`src/rtl/iior_pkg.sv`:
```
// Shared types, constants and helpers of the ISA interrupt override router.
`default_nettype none

package iior_pkg;

	localparam int TABLE_DEPTH  = 16;
	localparam int IDX_W        = (TABLE_DEPTH > 1) ? $clog2(TABLE_DEPTH) : 1;
	localparam int CNT_W        = $clog2(TABLE_DEPTH + 1);
	localparam int LINE_W       = 8;
	localparam int WORD_W       = 32;
	localparam int VECTOR_BASE  = 64;
	localparam int LEGACY_LINES = 16;

	localparam logic [CNT_W-1:0]  DEPTH_CNT     = CNT_W'(TABLE_DEPTH);
	localparam logic [LINE_W-1:0] VEC_BASE_C    = LINE_W'(VECTOR_BASE);
	localparam logic [LINE_W-1:0] LEGACY_LINE_C = LINE_W'(LEGACY_LINES);
	localparam logic [WORD_W-1:0] BIT_ACTIVE_LOW = 32'h0000_2000;
	localparam logic [WORD_W-1:0] BIT_LEVEL      = 32'h0000_8000;

	typedef enum logic {
		CMD_ADD     = 1'b0,
		CMD_RESOLVE = 1'b1
	} cmd_t;

	typedef enum logic [1:0] {
		ST_OK      = 2'd0,
		ST_FULL    = 2'd1,
		ST_TAKEN   = 2'd2,
		ST_INVALID = 2'd3
	} status_t;

	typedef enum logic [2:0] {
		S_IDLE,
		S_ADD,
		S_SCAN_RD,
		S_SCAN_CMP,
		S_FIN
	} state_t;

	typedef struct packed {
		logic [LINE_W-1:0] legacy;
		logic [LINE_W-1:0] target;
		logic              low;
		logic              level;
	} ovr_entry_t;

	// Low word of a redirection entry: vector in the low byte, polarity and trigger flags.
	function automatic logic [WORD_W-1:0] redir_word(input logic [LINE_W-1:0] legacy,
			input logic low, input logic level);
		logic [LINE_W-1:0] vec;
		logic [WORD_W-1:0] w;
		vec = legacy + VEC_BASE_C;
		w   = {{(WORD_W-LINE_W){1'b0}}, vec};
		if (low)
			w = w | BIT_ACTIVE_LOW;
		if (level)
			w = w | BIT_LEVEL;
		return w;
	endfunction

endpackage

`default_nettype wire

```
`src/rtl/iior_table.sv`:
```
// Override table storage: one write port, one registered read port.
`default_nettype none

module iior_table
	import iior_pkg::*;
(
	input  wire logic             clk,
	input  wire logic             wr_en,
	input  wire logic [IDX_W-1:0] wr_addr,
	input  wire ovr_entry_t       wr_data,
	input  wire logic             rd_en,
	input  wire logic [IDX_W-1:0] rd_addr,
	output ovr_entry_t            rd_data
);

	ovr_entry_t mem_q [TABLE_DEPTH];
	ovr_entry_t rd_data_q;

	always_ff @(posedge clk) begin
		if (wr_en)
			mem_q[wr_addr] <= wr_data;
	end

	always_ff @(posedge clk) begin
		if (rd_en)
			rd_data_q <= mem_q[rd_addr];
	end

	assign rd_data = rd_data_q;

endmodule

`default_nettype wire

```
`src/rtl/isa_irq_override_router_top.sv`:
```
// ISA interrupt override router: override table with sequential route lookup.
// An add is handled in the add state and its result loads the output register in the finish state. A resolve
// scans the table one entry at a time (read, then compare) in up to two passes, legacy field
// then target field. Throughput: one item at a time; ready again in the cycle after the result
// loads into the output register, even while that result waits there.
// Reset clears the entry count, sequencer and output valid; table contents need no reset.
`default_nettype none

module isa_irq_override_router_top
	import iior_pkg::*;
(
	input  wire logic              clk,
	input  wire logic              arst_n,
	input  wire logic              in_valid,
	output logic                   in_ready,
	input  wire logic              cmd,
	input  wire logic [LINE_W-1:0] legacy_line,
	input  wire logic [LINE_W-1:0] target_line,
	input  wire logic              active_low,
	input  wire logic              level_trig,
	output logic                   out_valid,
	input  wire logic              out_ready,
	output logic [1:0]             status,
	output logic [LINE_W-1:0]      route_line,
	output logic [WORD_W-1:0]      redir_low
);

	// Control state.
	state_t            state_q, state_d;
	logic [CNT_W-1:0]  count_q;
	logic [CNT_W-1:0]  idx_q;
	logic              pass_q;
	logic              out_valid_q;

	// Latched request.
	cmd_t              cmd_q;
	logic [LINE_W-1:0] legacy_q;
	logic [LINE_W-1:0] target_q;
	logic              low_q;
	logic              level_q;

	// Pending result and output register.
	status_t           res_status_q;
	logic [LINE_W-1:0] res_line_q;
	logic [WORD_W-1:0] res_word_q;
	status_t           out_status_q;
	logic [LINE_W-1:0] out_line_q;
	logic [WORD_W-1:0] out_word_q;

	// Sequencer controls.
	logic              accept;
	logic              mem_we;
	logic              mem_re;
	logic              idx_clr;
	logic              idx_inc;
	logic              pass_set;
	logic              cnt_inc;
	logic              res_load;
	status_t           res_status_d;
	logic [LINE_W-1:0] res_line_d;
	logic [WORD_W-1:0] res_word_d;
	logic              out_load;

	// Shared compare unit.
	ovr_entry_t        rd_entry;
	ovr_entry_t        wr_entry;
	logic [LINE_W-1:0] cmp_key;
	logic              cmp_hit;
	logic              end_of_pass;
	logic              legacy_bad;
	logic              out_free;

	assign wr_entry = '{legacy: legacy_q, target: target_q, low: low_q, level: level_q};

	iior_table u_table (
		.clk     (clk),
		.wr_en   (mem_we),
		.wr_addr (count_q[IDX_W-1:0]),
		.wr_data (wr_entry),
		.rd_en   (mem_re),
		.rd_addr (idx_q[IDX_W-1:0]),
		.rd_data (rd_entry)
	);

	// First pass looks for the legacy line; second pass looks for a claim on it.
	assign cmp_key     = pass_q ? rd_entry.target : rd_entry.legacy;
	assign cmp_hit     = (cmp_key == legacy_q);
	assign end_of_pass = (idx_q == count_q);
	assign legacy_bad  = (legacy_q >= LEGACY_LINE_C);
	assign out_free    = !out_valid_q || out_ready;
	assign accept      = in_valid && in_ready;

	// Next state.
	always_comb begin
		state_d = state_q;
		unique case (state_q)
			S_IDLE: begin
				if (accept)
					state_d = (cmd_t'(cmd) == CMD_ADD) ? S_ADD : S_SCAN_RD;
			end
			S_ADD: begin
				state_d = S_FIN;
			end
			S_SCAN_RD: begin
				if (end_of_pass && pass_q)
					state_d = S_FIN;
				else if (!end_of_pass)
					state_d = S_SCAN_CMP;
			end
			S_SCAN_CMP: begin
				state_d = cmp_hit ? S_FIN : S_SCAN_RD;
			end
			S_FIN: begin
				if (out_free)
					state_d = S_IDLE;
			end
			default: begin
				state_d = S_IDLE;
			end
		endcase
	end

	// Sequencer outputs.
	always_comb begin
		in_ready     = 1'b0;
		mem_we       = 1'b0;
		mem_re       = 1'b0;
		idx_clr      = 1'b0;
		idx_inc      = 1'b0;
		pass_set     = 1'b0;
		cnt_inc      = 1'b0;
		res_load     = 1'b0;
		res_status_d = ST_OK;
		res_line_d   = '0;
		res_word_d   = '0;
		out_load     = 1'b0;
		unique case (state_q)
			S_IDLE: begin
				in_ready = 1'b1;
				idx_clr  = 1'b1;
			end
			S_ADD: begin
				// Store in the next free slot unless the table is full.
				res_load = 1'b1;
				if (count_q == DEPTH_CNT) begin
					res_status_d = ST_FULL;
				end else begin
					mem_we  = 1'b1;
					cnt_inc = 1'b1;
				end
			end
			S_SCAN_RD: begin
				if (end_of_pass) begin
					if (pass_q) begin
						// No override and no claim: identity route, or invalid status for a line outside the legacy range.
						res_load = 1'b1;
						if (legacy_bad) begin
							res_status_d = ST_INVALID;
						end else begin
							res_line_d = legacy_q;
							res_word_d = redir_word(legacy_q, 1'b0, 1'b0);
						end
					end else begin
						pass_set = 1'b1;
						idx_clr  = 1'b1;
					end
				end else begin
					mem_re = 1'b1;
				end
			end
			S_SCAN_CMP: begin
				if (cmp_hit) begin
					res_load = 1'b1;
					if (pass_q) begin
						res_status_d = ST_TAKEN;
					end else if (legacy_bad) begin
						res_status_d = ST_INVALID;
					end else begin
						res_line_d = rd_entry.target;
						res_word_d = redir_word(legacy_q, rd_entry.low, rd_entry.level);
					end
				end else begin
					idx_inc = 1'b1;
				end
			end
			S_FIN: begin
				out_load = out_free;
			end
			default: begin
			end
		endcase
	end

	// Control registers.
	always_ff @(posedge clk or negedge arst_n) begin
		if (!arst_n) begin
			state_q     <= S_IDLE;
			count_q     <= '0;
			idx_q       <= '0;
			pass_q      <= 1'b0;
			out_valid_q <= 1'b0;
		end else begin
			state_q <= state_d;
			if (cnt_inc)
				count_q <= count_q + CNT_W'(1);
			if (idx_clr)
				idx_q <= '0;
			else if (idx_inc)
				idx_q <= idx_q + CNT_W'(1);
			if (accept)
				pass_q <= 1'b0;
			else if (pass_set)
				pass_q <= 1'b1;
			if (out_load)
				out_valid_q <= 1'b1;
			else if (out_ready)
				out_valid_q <= 1'b0;
		end
	end

	// Payload registers: hold the request, the pending result and the output item.
	always_ff @(posedge clk) begin
		if (accept) begin
			cmd_q    <= cmd_t'(cmd);
			legacy_q <= legacy_line;
			target_q <= target_line;
			low_q    <= active_low;
			level_q  <= level_trig;
		end
		if (res_load) begin
			res_status_q <= res_status_d;
			res_line_q   <= res_line_d;
			res_word_q   <= res_word_d;
		end
		if (out_load) begin
			out_status_q <= (cmd_q == CMD_ADD) ? res_status_q : res_status_q;
			out_line_q   <= res_line_q;
			out_word_q   <= res_word_q;
		end
	end

	assign out_valid  = out_valid_q;
	assign status     = out_status_q;
	assign route_line = out_line_q;
	assign redir_low  = out_word_q;

endmodule

`default_nettype wire
```
`config.mk`:
```
export PLATFORM = sky130hd
export DESIGN_NAME = isa_irq_override_router_top
export DESIGN_NICKNAME = d
export VERILOG_FILES = /design/src/rtl/iior_pkg.sv /design/src/rtl/iior_table.sv /design/src/rtl/isa_irq_override_router_top.sv
export SDC_FILE = /design/constraint.sdc
export NUM_CORES = 1
export LEC_CHECK = 0
export ABC_AREA = 1
export BUFFER_PORTS_ARGS = -buffer_cell sky130_fd_sc_hd__buf_2
export CAP_MARGIN = 20
export CORE_ASPECT_RATIO = 0.8
export CORE_MARGIN = 5
export CORE_UTILIZATION = 60
export DETAILED_ROUTE_END_ITERATION = 7
export PLACE_DENSITY = 0.79
export SETUP_SLACK_MARGIN = 0.3
export SLEW_MARGIN = 40
export SYNTH_ARGS = -nofsm -noshare
export SYNTH_HDL_FRONTEND = slang
export SYNTH_SLANG_ARGS = --single-unit
export TNS_END_PERCENT = 30
```
`constraint.sdc`:
```
create_clock -name clk -period 4.8 [get_ports clk]
set_input_delay 0.96 -clock clk [delete_from_list [all_inputs] [get_ports clk]]
set_output_delay 0.96 -clock clk [all_outputs]
set_load 0.05 [all_outputs]
```
# == Word-level counts from Yosys, hierarchy flattened ==
# Memory sizes are Yosys's and may differ from the RTL's. A register that Yosys moved wholly into a read port is not among the register bits.
# Cells that the tools add are included.
# totals
ff_bits,117
ram_bits,288
memories,1
# classes
addsub,3
order_cmp,1
eq_ne,10
muxes,55
reduce_logical,9
# memory_table
memory,depth,width,read_ports,rd_ports_with_merged_regs,write_ports,line_no,source
u_table.mem_q,16,18,1,1,1,iior_table.sv:16,ovr_entry_t mem_q [TABLE_DEPTH];
# op_table
op,count
$mux 8,10
$mux 16,4
$pmux 16 s2,1
$mux 1,21
$pmux 8 s2,1
$mux 3,5
$pmux 3 s5,1
$mux 14,1
$mux 2,6
$add 5x1->5 const B,2
$mux 5,2
$add 8x7->8 const B,1
$eq 8x8->1,1
$ge 8x5->1 const B,1
$eq 3x2->1 const B,2
$pmux 2 s3,1
$reduce_bool 2->1,3
$eq 5x5->1,1
$eq 5x5->1 const B,1
$ne 2x2->1 const B,2
$eq 3x1->1 const B,1
$eq 3x3->1 const B,1
$logic_not 3->1,1
$ne 3x3->1 const B,1
6 further kinds,7

# == Depth between registers and ports, before layout ==
# depth
depth_word,7
ltp_mapped,13

# == Modules after synthesis ==
# A second synthesis with hierarchy kept.
# hier_totals
cells_unflattened,1533
hier_area_um2,16384.5
# by_module_without_submodules
mod,n_inst,cells_each,area_per_inst_um2
iior_table,1,1203,12942.4
isa_irq_override_router_top,1,330,3442.1

# == Worst setup path after synthesis ==
# OpenSTA, ideal clock, no wires.
# synth_timing
path_type,register to register
from,register state_q[1]
to,register legacy_q[0] (enable)
t_arrival_ns,2.795
required_ns,4.406
slack_ns,1.611
path_stages_with_launch,4
n_path_buf,0
synth_period_minus_slack_ns,3.189
path_cell_list,dfrtp_1 > nor3_1 > inv_1 > nor2_1
# synth_via
elab_chain_cells,3
# synth_rtl
item,line_no,source
"start, declared",isa_irq_override_router_top.sv:29,"state_t state_q, state_d;"
"start signal, assigned",isa_irq_override_router_top.sv:203,state_q <= state_d;
$logic_not 3->1,isa_irq_override_router_top.sv:137,unique case (state_q)
$mux 1,isa_irq_override_router_top.sv:137,
via in_ready,isa_irq_override_router_top.sv:15,"output logic in_ready,"
$logic_and 1x1->1,isa_irq_override_router_top.sv:91,assign accept = in_valid && in_ready;
via accept,isa_irq_override_router_top.sv:51,logic accept;
"end signal, assigned",isa_irq_override_router_top.sv:225,legacy_q <= legacy_line;
"end, declared",isa_irq_override_router_top.sv:37,logic [LINE_W-1:0] legacy_q;
# The timed path passes the listed nets, and every way through them passes these cells.
# A chain may end at the register's enable or synchronous reset.

# == Worst setup path after layout ==
# layout_timing
from,register count_q[0]
to,memory u_table.mem_q[10][16] in the netlist's numbering (enable)
# layout_via
elab_chain_cells,5
# layout_rtl
item,line_no,source
"start, declared",isa_irq_override_router_top.sv:30,logic [CNT_W-1:0] count_q;
"start signal, assigned",isa_irq_override_router_top.sv:205,count_q <= count_q + CNT_W'(1);
$eq 5x5->1,isa_irq_override_router_top.sv:145,if (count_q == DEPTH_CNT) begin
$mux 1,isa_irq_override_router_top.sv:145,
$mux 1,isa_irq_override_router_top.sv:137,
$mux 1,iior_table.sv:20,if (wr_en)
$mux 1 (not written as such),iior_table.sv:21,mem_q[wr_addr] <= wr_data;
"end, declared",iior_table.sv:16,
# Parallel ways exist; a longest one is shown, timed or not.

==> run_summary.xml <==
<?xml version="1.0" encoding="UTF-8"?>
<metrics>
  <group name="power">
    <metric name="powerDensity" unit="mW/mm^2">557</metric>
    <metric name="static-leakage-power" unit="nW">5.97</metric>
    <metric name="irDropWorstVdd" unit="V">0.000507</metric>
  </group>
  <group name="finish">
    <metric name="nFillCells" unit="">1687</metric>
    <metric name="final_net_count" unit="">1232</metric>
    <metric name="layout_commonest_cell" unit="">edfxtp_1</metric>
    <metric name="area.sequential" unit="mm^2">0.0113</metric>
    <metric name="drive_above_1_share" unit="">0.154</metric>
    <metric name="layout-area-overhead-vs-synth" unit="%">11.6</metric>
    <metric name="antennaDiodeCount" unit="">0</metric>
    <metric name="multiInputGateArea" unit="mm^2">0.00344</metric>
    <metric name="final_non_filler_cell_area" unit="mm^2">0.0169</metric>
    <metric name="most-common-layout-cells" unit="">edfxtp_1 (364), nor2_1 (160), o21ai_0 (147), nand2_1 (119), nand3_1 (50)</metric>
  </group>
  <group name="timing">
    <metric name="period_minus_slack" unit="ns">2.90</metric>
    <metric name="grt_setup_unrepaired" unit="">no</metric>
    <metric name="final_setup_skew" unit="ns">0.0214</metric>
    <metric name="tightest_slew" unit="ns">0.873</metric>
    <metric name="timing_hold_violations_final" unit="">0</metric>
    <metric name="setup_ws" unit="ns">1.90</metric>
    <metric name="worst_slew_margin_rel" unit="">0.417</metric>
    <metric name="finalSetupTns" unit="ns">0</metric>
    <metric name="maxSlewViolCount" unit="">0</metric>
    <metric name="fmaxAchievable" unit="GHz">0.344</metric>
    <metric name="setup_viol_count_final" unit="">0</metric>
    <metric name="period_share" unit="">0.605</metric>
  </group>
  <group name="worst_setup_path">
    <metric name="critPathSlowestCell" unit="">nor2_2</metric>
    <metric name="critical_path_peak_fanout" unit="">10</metric>
    <metric name="rr_worst_depth" unit="">8</metric>
    <metric name="r2r_path_start" unit="">count_q[0]$_DFFE_PN0P_</metric>
    <metric name="cp_cell_sequence" unit="">inv_1, ha_1, nand3_1, inv_1, nor2_4, nand2_1, nor2_2, buf_4</metric>
    <metric name="regToRegSetupSlack" unit="ns">1.90</metric>
    <metric name="setup.worst_path.start_class" unit="">register</metric>
    <metric name="critical_path.max_stage_delay" unit="ns">0.67</metric>
    <metric name="worst-path-buf-inv" unit="">3</metric>
    <metric name="crit_path_end_kind" unit="">register</metric>
    <metric name="critPathTopFamily" unit="">simple AND/OR/NAND/NOR gates</metric>
    <metric name="crit_path_frequent_cell" unit="">inv_1</metric>
    <metric name="worst-endpoint-required" unit="ns">5.00</metric>
    <metric name="worst-setup-path-type" unit="">register to register</metric>
    <metric name="regToRegEndpoint" unit="">u_table.mem_q[10][16]$_DFFE_PP_</metric>
    <metric name="critical_path_arrival" unit="ns">3.10</metric>
  </group>
  <group name="outcome">
    <metric name="run_status" unit="">complete, no violations</metric>
  </group>
  <group name="clock_network">
    <metric name="clock_insertion_delay_worst_skew" unit="ns">0.53</metric>
    <metric name="post_cts_buffers" unit="">0</metric>
    <metric name="clock_sink_count" unit="">379</metric>
    <metric name="cts.clk_slew.worst_paths" unit="ns">0.06</metric>
    <metric name="resize_count_post_cts" unit="">0</metric>
    <metric name="cts_root_buf" unit="">clkbuf_16</metric>
    <metric name="tritoncts_clock_tree" unit="">done</metric>
    <metric name="ctsHtreeMaxLevel" unit="">2</metric>
    <metric name="postCtsHoldBufs" unit="">0</metric>
    <metric name="cts_made_buffers" unit="">37</metric>
    <metric name="cts.path.max_buffers" unit="">3</metric>
  </group>
  <group name="die">
    <metric name="std_cell_rows" unit="">52</metric>
    <metric name="die_width" unit="um">188</metric>
    <metric name="initial_core_util" unit="">0.604</metric>
    <metric name="io-pin-count" unit="">67</metric>
    <metric name="die_area" unit="mm^2">0.0286</metric>
    <metric name="fp.dieH" unit="um">152</metric>
    <metric name="floorplan.core_area" unit="mm^2">0.0251</metric>
  </group>
  <group name="synthesis">
    <metric name="synth_enable_flop_cells" unit="">364</metric>
    <metric name="synth-seq-cells" unit="">379</metric>
    <metric name="synth_cell_type_count" unit="">36</metric>
    <metric name="synth_sequential_area_ratio" unit="">0.746</metric>
    <metric name="synthesis.area_per_instance" unit="um^2">13.1</metric>
    <metric name="total_number_of_yosys_warnings" unit="">0</metric>
    <metric name="synth-async-reset-ratio" unit="">0.0396</metric>
    <metric name="synthFlopType" unit="">edfxtp_1</metric>
    <metric name="synthesis.area" unit="mm^2">0.0152</metric>
    <metric name="instance_count_of_the_mapped_netlist" unit="">1153</metric>
  </group>
  <group name="route">
    <metric name="vias" unit="">9493</metric>
    <metric name="drt_pre_antenna_iters" unit="">6</metric>
    <metric name="met3_wirelength_from_detailed_routing" unit="mm">4.31</metric>
    <metric name="wl_met2" unit="mm">15.6</metric>
    <metric name="drt_drc_violations_left" unit="">0</metric>
    <metric name="top_layer" unit="">met5</metric>
    <metric name="viasPerCell" unit="">6.12</metric>
    <metric name="met1_length" unit="mm">13.6</metric>
    <metric name="drtAntennaViolNets" unit="">0</metric>
    <metric name="dr.first_iter.drc_count" unit="">1265</metric>
    <metric name="routedWlPerCell" unit="um">22.2</metric>
    <metric name="drt_wl_total" unit="mm">34.4</metric>
  </group>
  <group name="grt">
    <metric name="maximum_number_of_pins_on_one_net_before_global_route_repair" unit="">84</metric>
    <metric name="grtUsageTotal" unit="">0.238</metric>
    <metric name="grt_first_pass_wirelength" unit="mm">52.9</metric>
    <metric name="globalRoute.totalOverflow" unit="">0</metric>
    <metric name="number_of_antenna_violations_at_the_first_check_in_global_routing" unit="">0</metric>
    <metric name="vias_in_the_first_global_route" unit="">9147</metric>
  </group>
  <group name="hold_path">
    <metric name="timing.hold.worst.class" unit="">input port to asynchronous set/reset pin</metric>
  </group>
  <group name="place">
    <metric name="dpl_cell_area" unit="mm^2">0.0157</metric>
    <metric name="place.port_buffers" unit="">44</metric>
    <metric name="place.gp.congestion" unit="">0.844</metric>
    <metric name="preCtsSetupSlack" unit="ns">1.85</metric>
    <metric name="dpl.hpwl" unit="mm">20.0</metric>
  </group>
  <group name="run">
    <metric name="max_cap_viol_count" unit="">0</metric>
  </group>
</metrics>
## worst max path at each step
stage	slack, ns	to	cells after the start	start
2_1_floorplan	1.61	legacy_q[0]$_DFFE_PP_	3	state_q[1]$_DFFE_PN0P_
3_3_place_gp	1.93	res_word_q[6]$_DFFE_PP_	8	idx_q[0]$_DFFE_PN0P_
3_5_place_dp	1.85	res_word_q[7]$_DFFE_PP_	8	idx_q[0]$_DFFE_PN0P_
4_1_cts	1.82	res_line_q[7]$_DFFE_PP_	8	idx_q[0]$_DFFE_PN0P_
5_1_grt	1.79	u_table.mem_q[8][13]$_DFFE_PP_	8	count_q[1]$_DFFE_PN0P_
6_report	1.90	u_table.mem_q[10][16]$_DFFE_PP_	8	count_q[0]$_DFFE_PN0P_
## cell type report
type | instances | share of cell area
timing repair buffer | 70 | 0.0245
multi-input combinational | 667 | 0.203
clock inverter | 20 | 0.0109
tap | 324 | 0.0240
clock buffer | 45 | 0.0583
inverter | 47 | 0.0106
sequential | 379 | 0.668
## state kept, by name, summed over array words and instances, names as in the netlist, 3 cells and up
name             cells
u_table.rd_data     18
target_q             8
res_line_q           8
redir_low           10
legacy_q             8
res_word_q          10
count_q              5
u_table.mem_q      288
state_q              3
idx_q                5
route_line           8
## kinds of logic after synthesis
family                   count (synthesis)  share of synthesized area
AND/OR/NAND/NOR                        394                      0.114
flip-flops                             379                      0.746
AO/OA/AOI/OAI                          236                     0.0908
buffers and inverters                  128                     0.0392
XOR/XNOR                                 8                    0.00462
adder cells (fa/ha/maj)                  7                    0.00578
other                                    1                   0.000247
## metal layers
layer,GRT usage,up-vias
met5,0.0167,-
met4,0.0713,2
li1,-,4256
met3,0.0641,87
met2,0.366,578
met1,0.340,4570
## synthesized netlist by cell type (7+ instances only)
master	instances	area, um^2
nand2_2	12	75.1
nand4_1	10	62.6
buf_4	22	165
ha_1	7	87.6
inv_1	39	146
edfxtp_1	364	10900
o22ai_1	45	282
nand2_1	119	447
nor2_1	179	672
o221ai_1	28	245
o211ai_1	9	67.6
buf_2	11	55.1
nand3_1	51	255
o21ai_0	147	736
xor2_1	7	61.3
dfrtp_1	15	375
nor2_2	8	50.1
clkbuf_1	43	161
## where the power goes
group / total [W] / switching, W / internal, W
logic: 0.00206 / 0.00155 / 0.000516
clock network: 0.00279 / 0.00120 / 0.00159
registers: 0.00457 / 0.000365 / 0.00421
## metrics by stage
stage,hold slack (ns),utilization,cells,total power (W)
after floorplan,0.400,-,1174,0.00598
after global placement,0.407,0.625,1487,0.00655
after detailed placement,0.405,0.627,1487,0.00665
after CTS,0.350,0.673,1552,0.00943
after global routing,0.362,0.674,1552,0.00984
final,0.343,0.674,1552,0.00942
(Power assumes the default switching activity.)
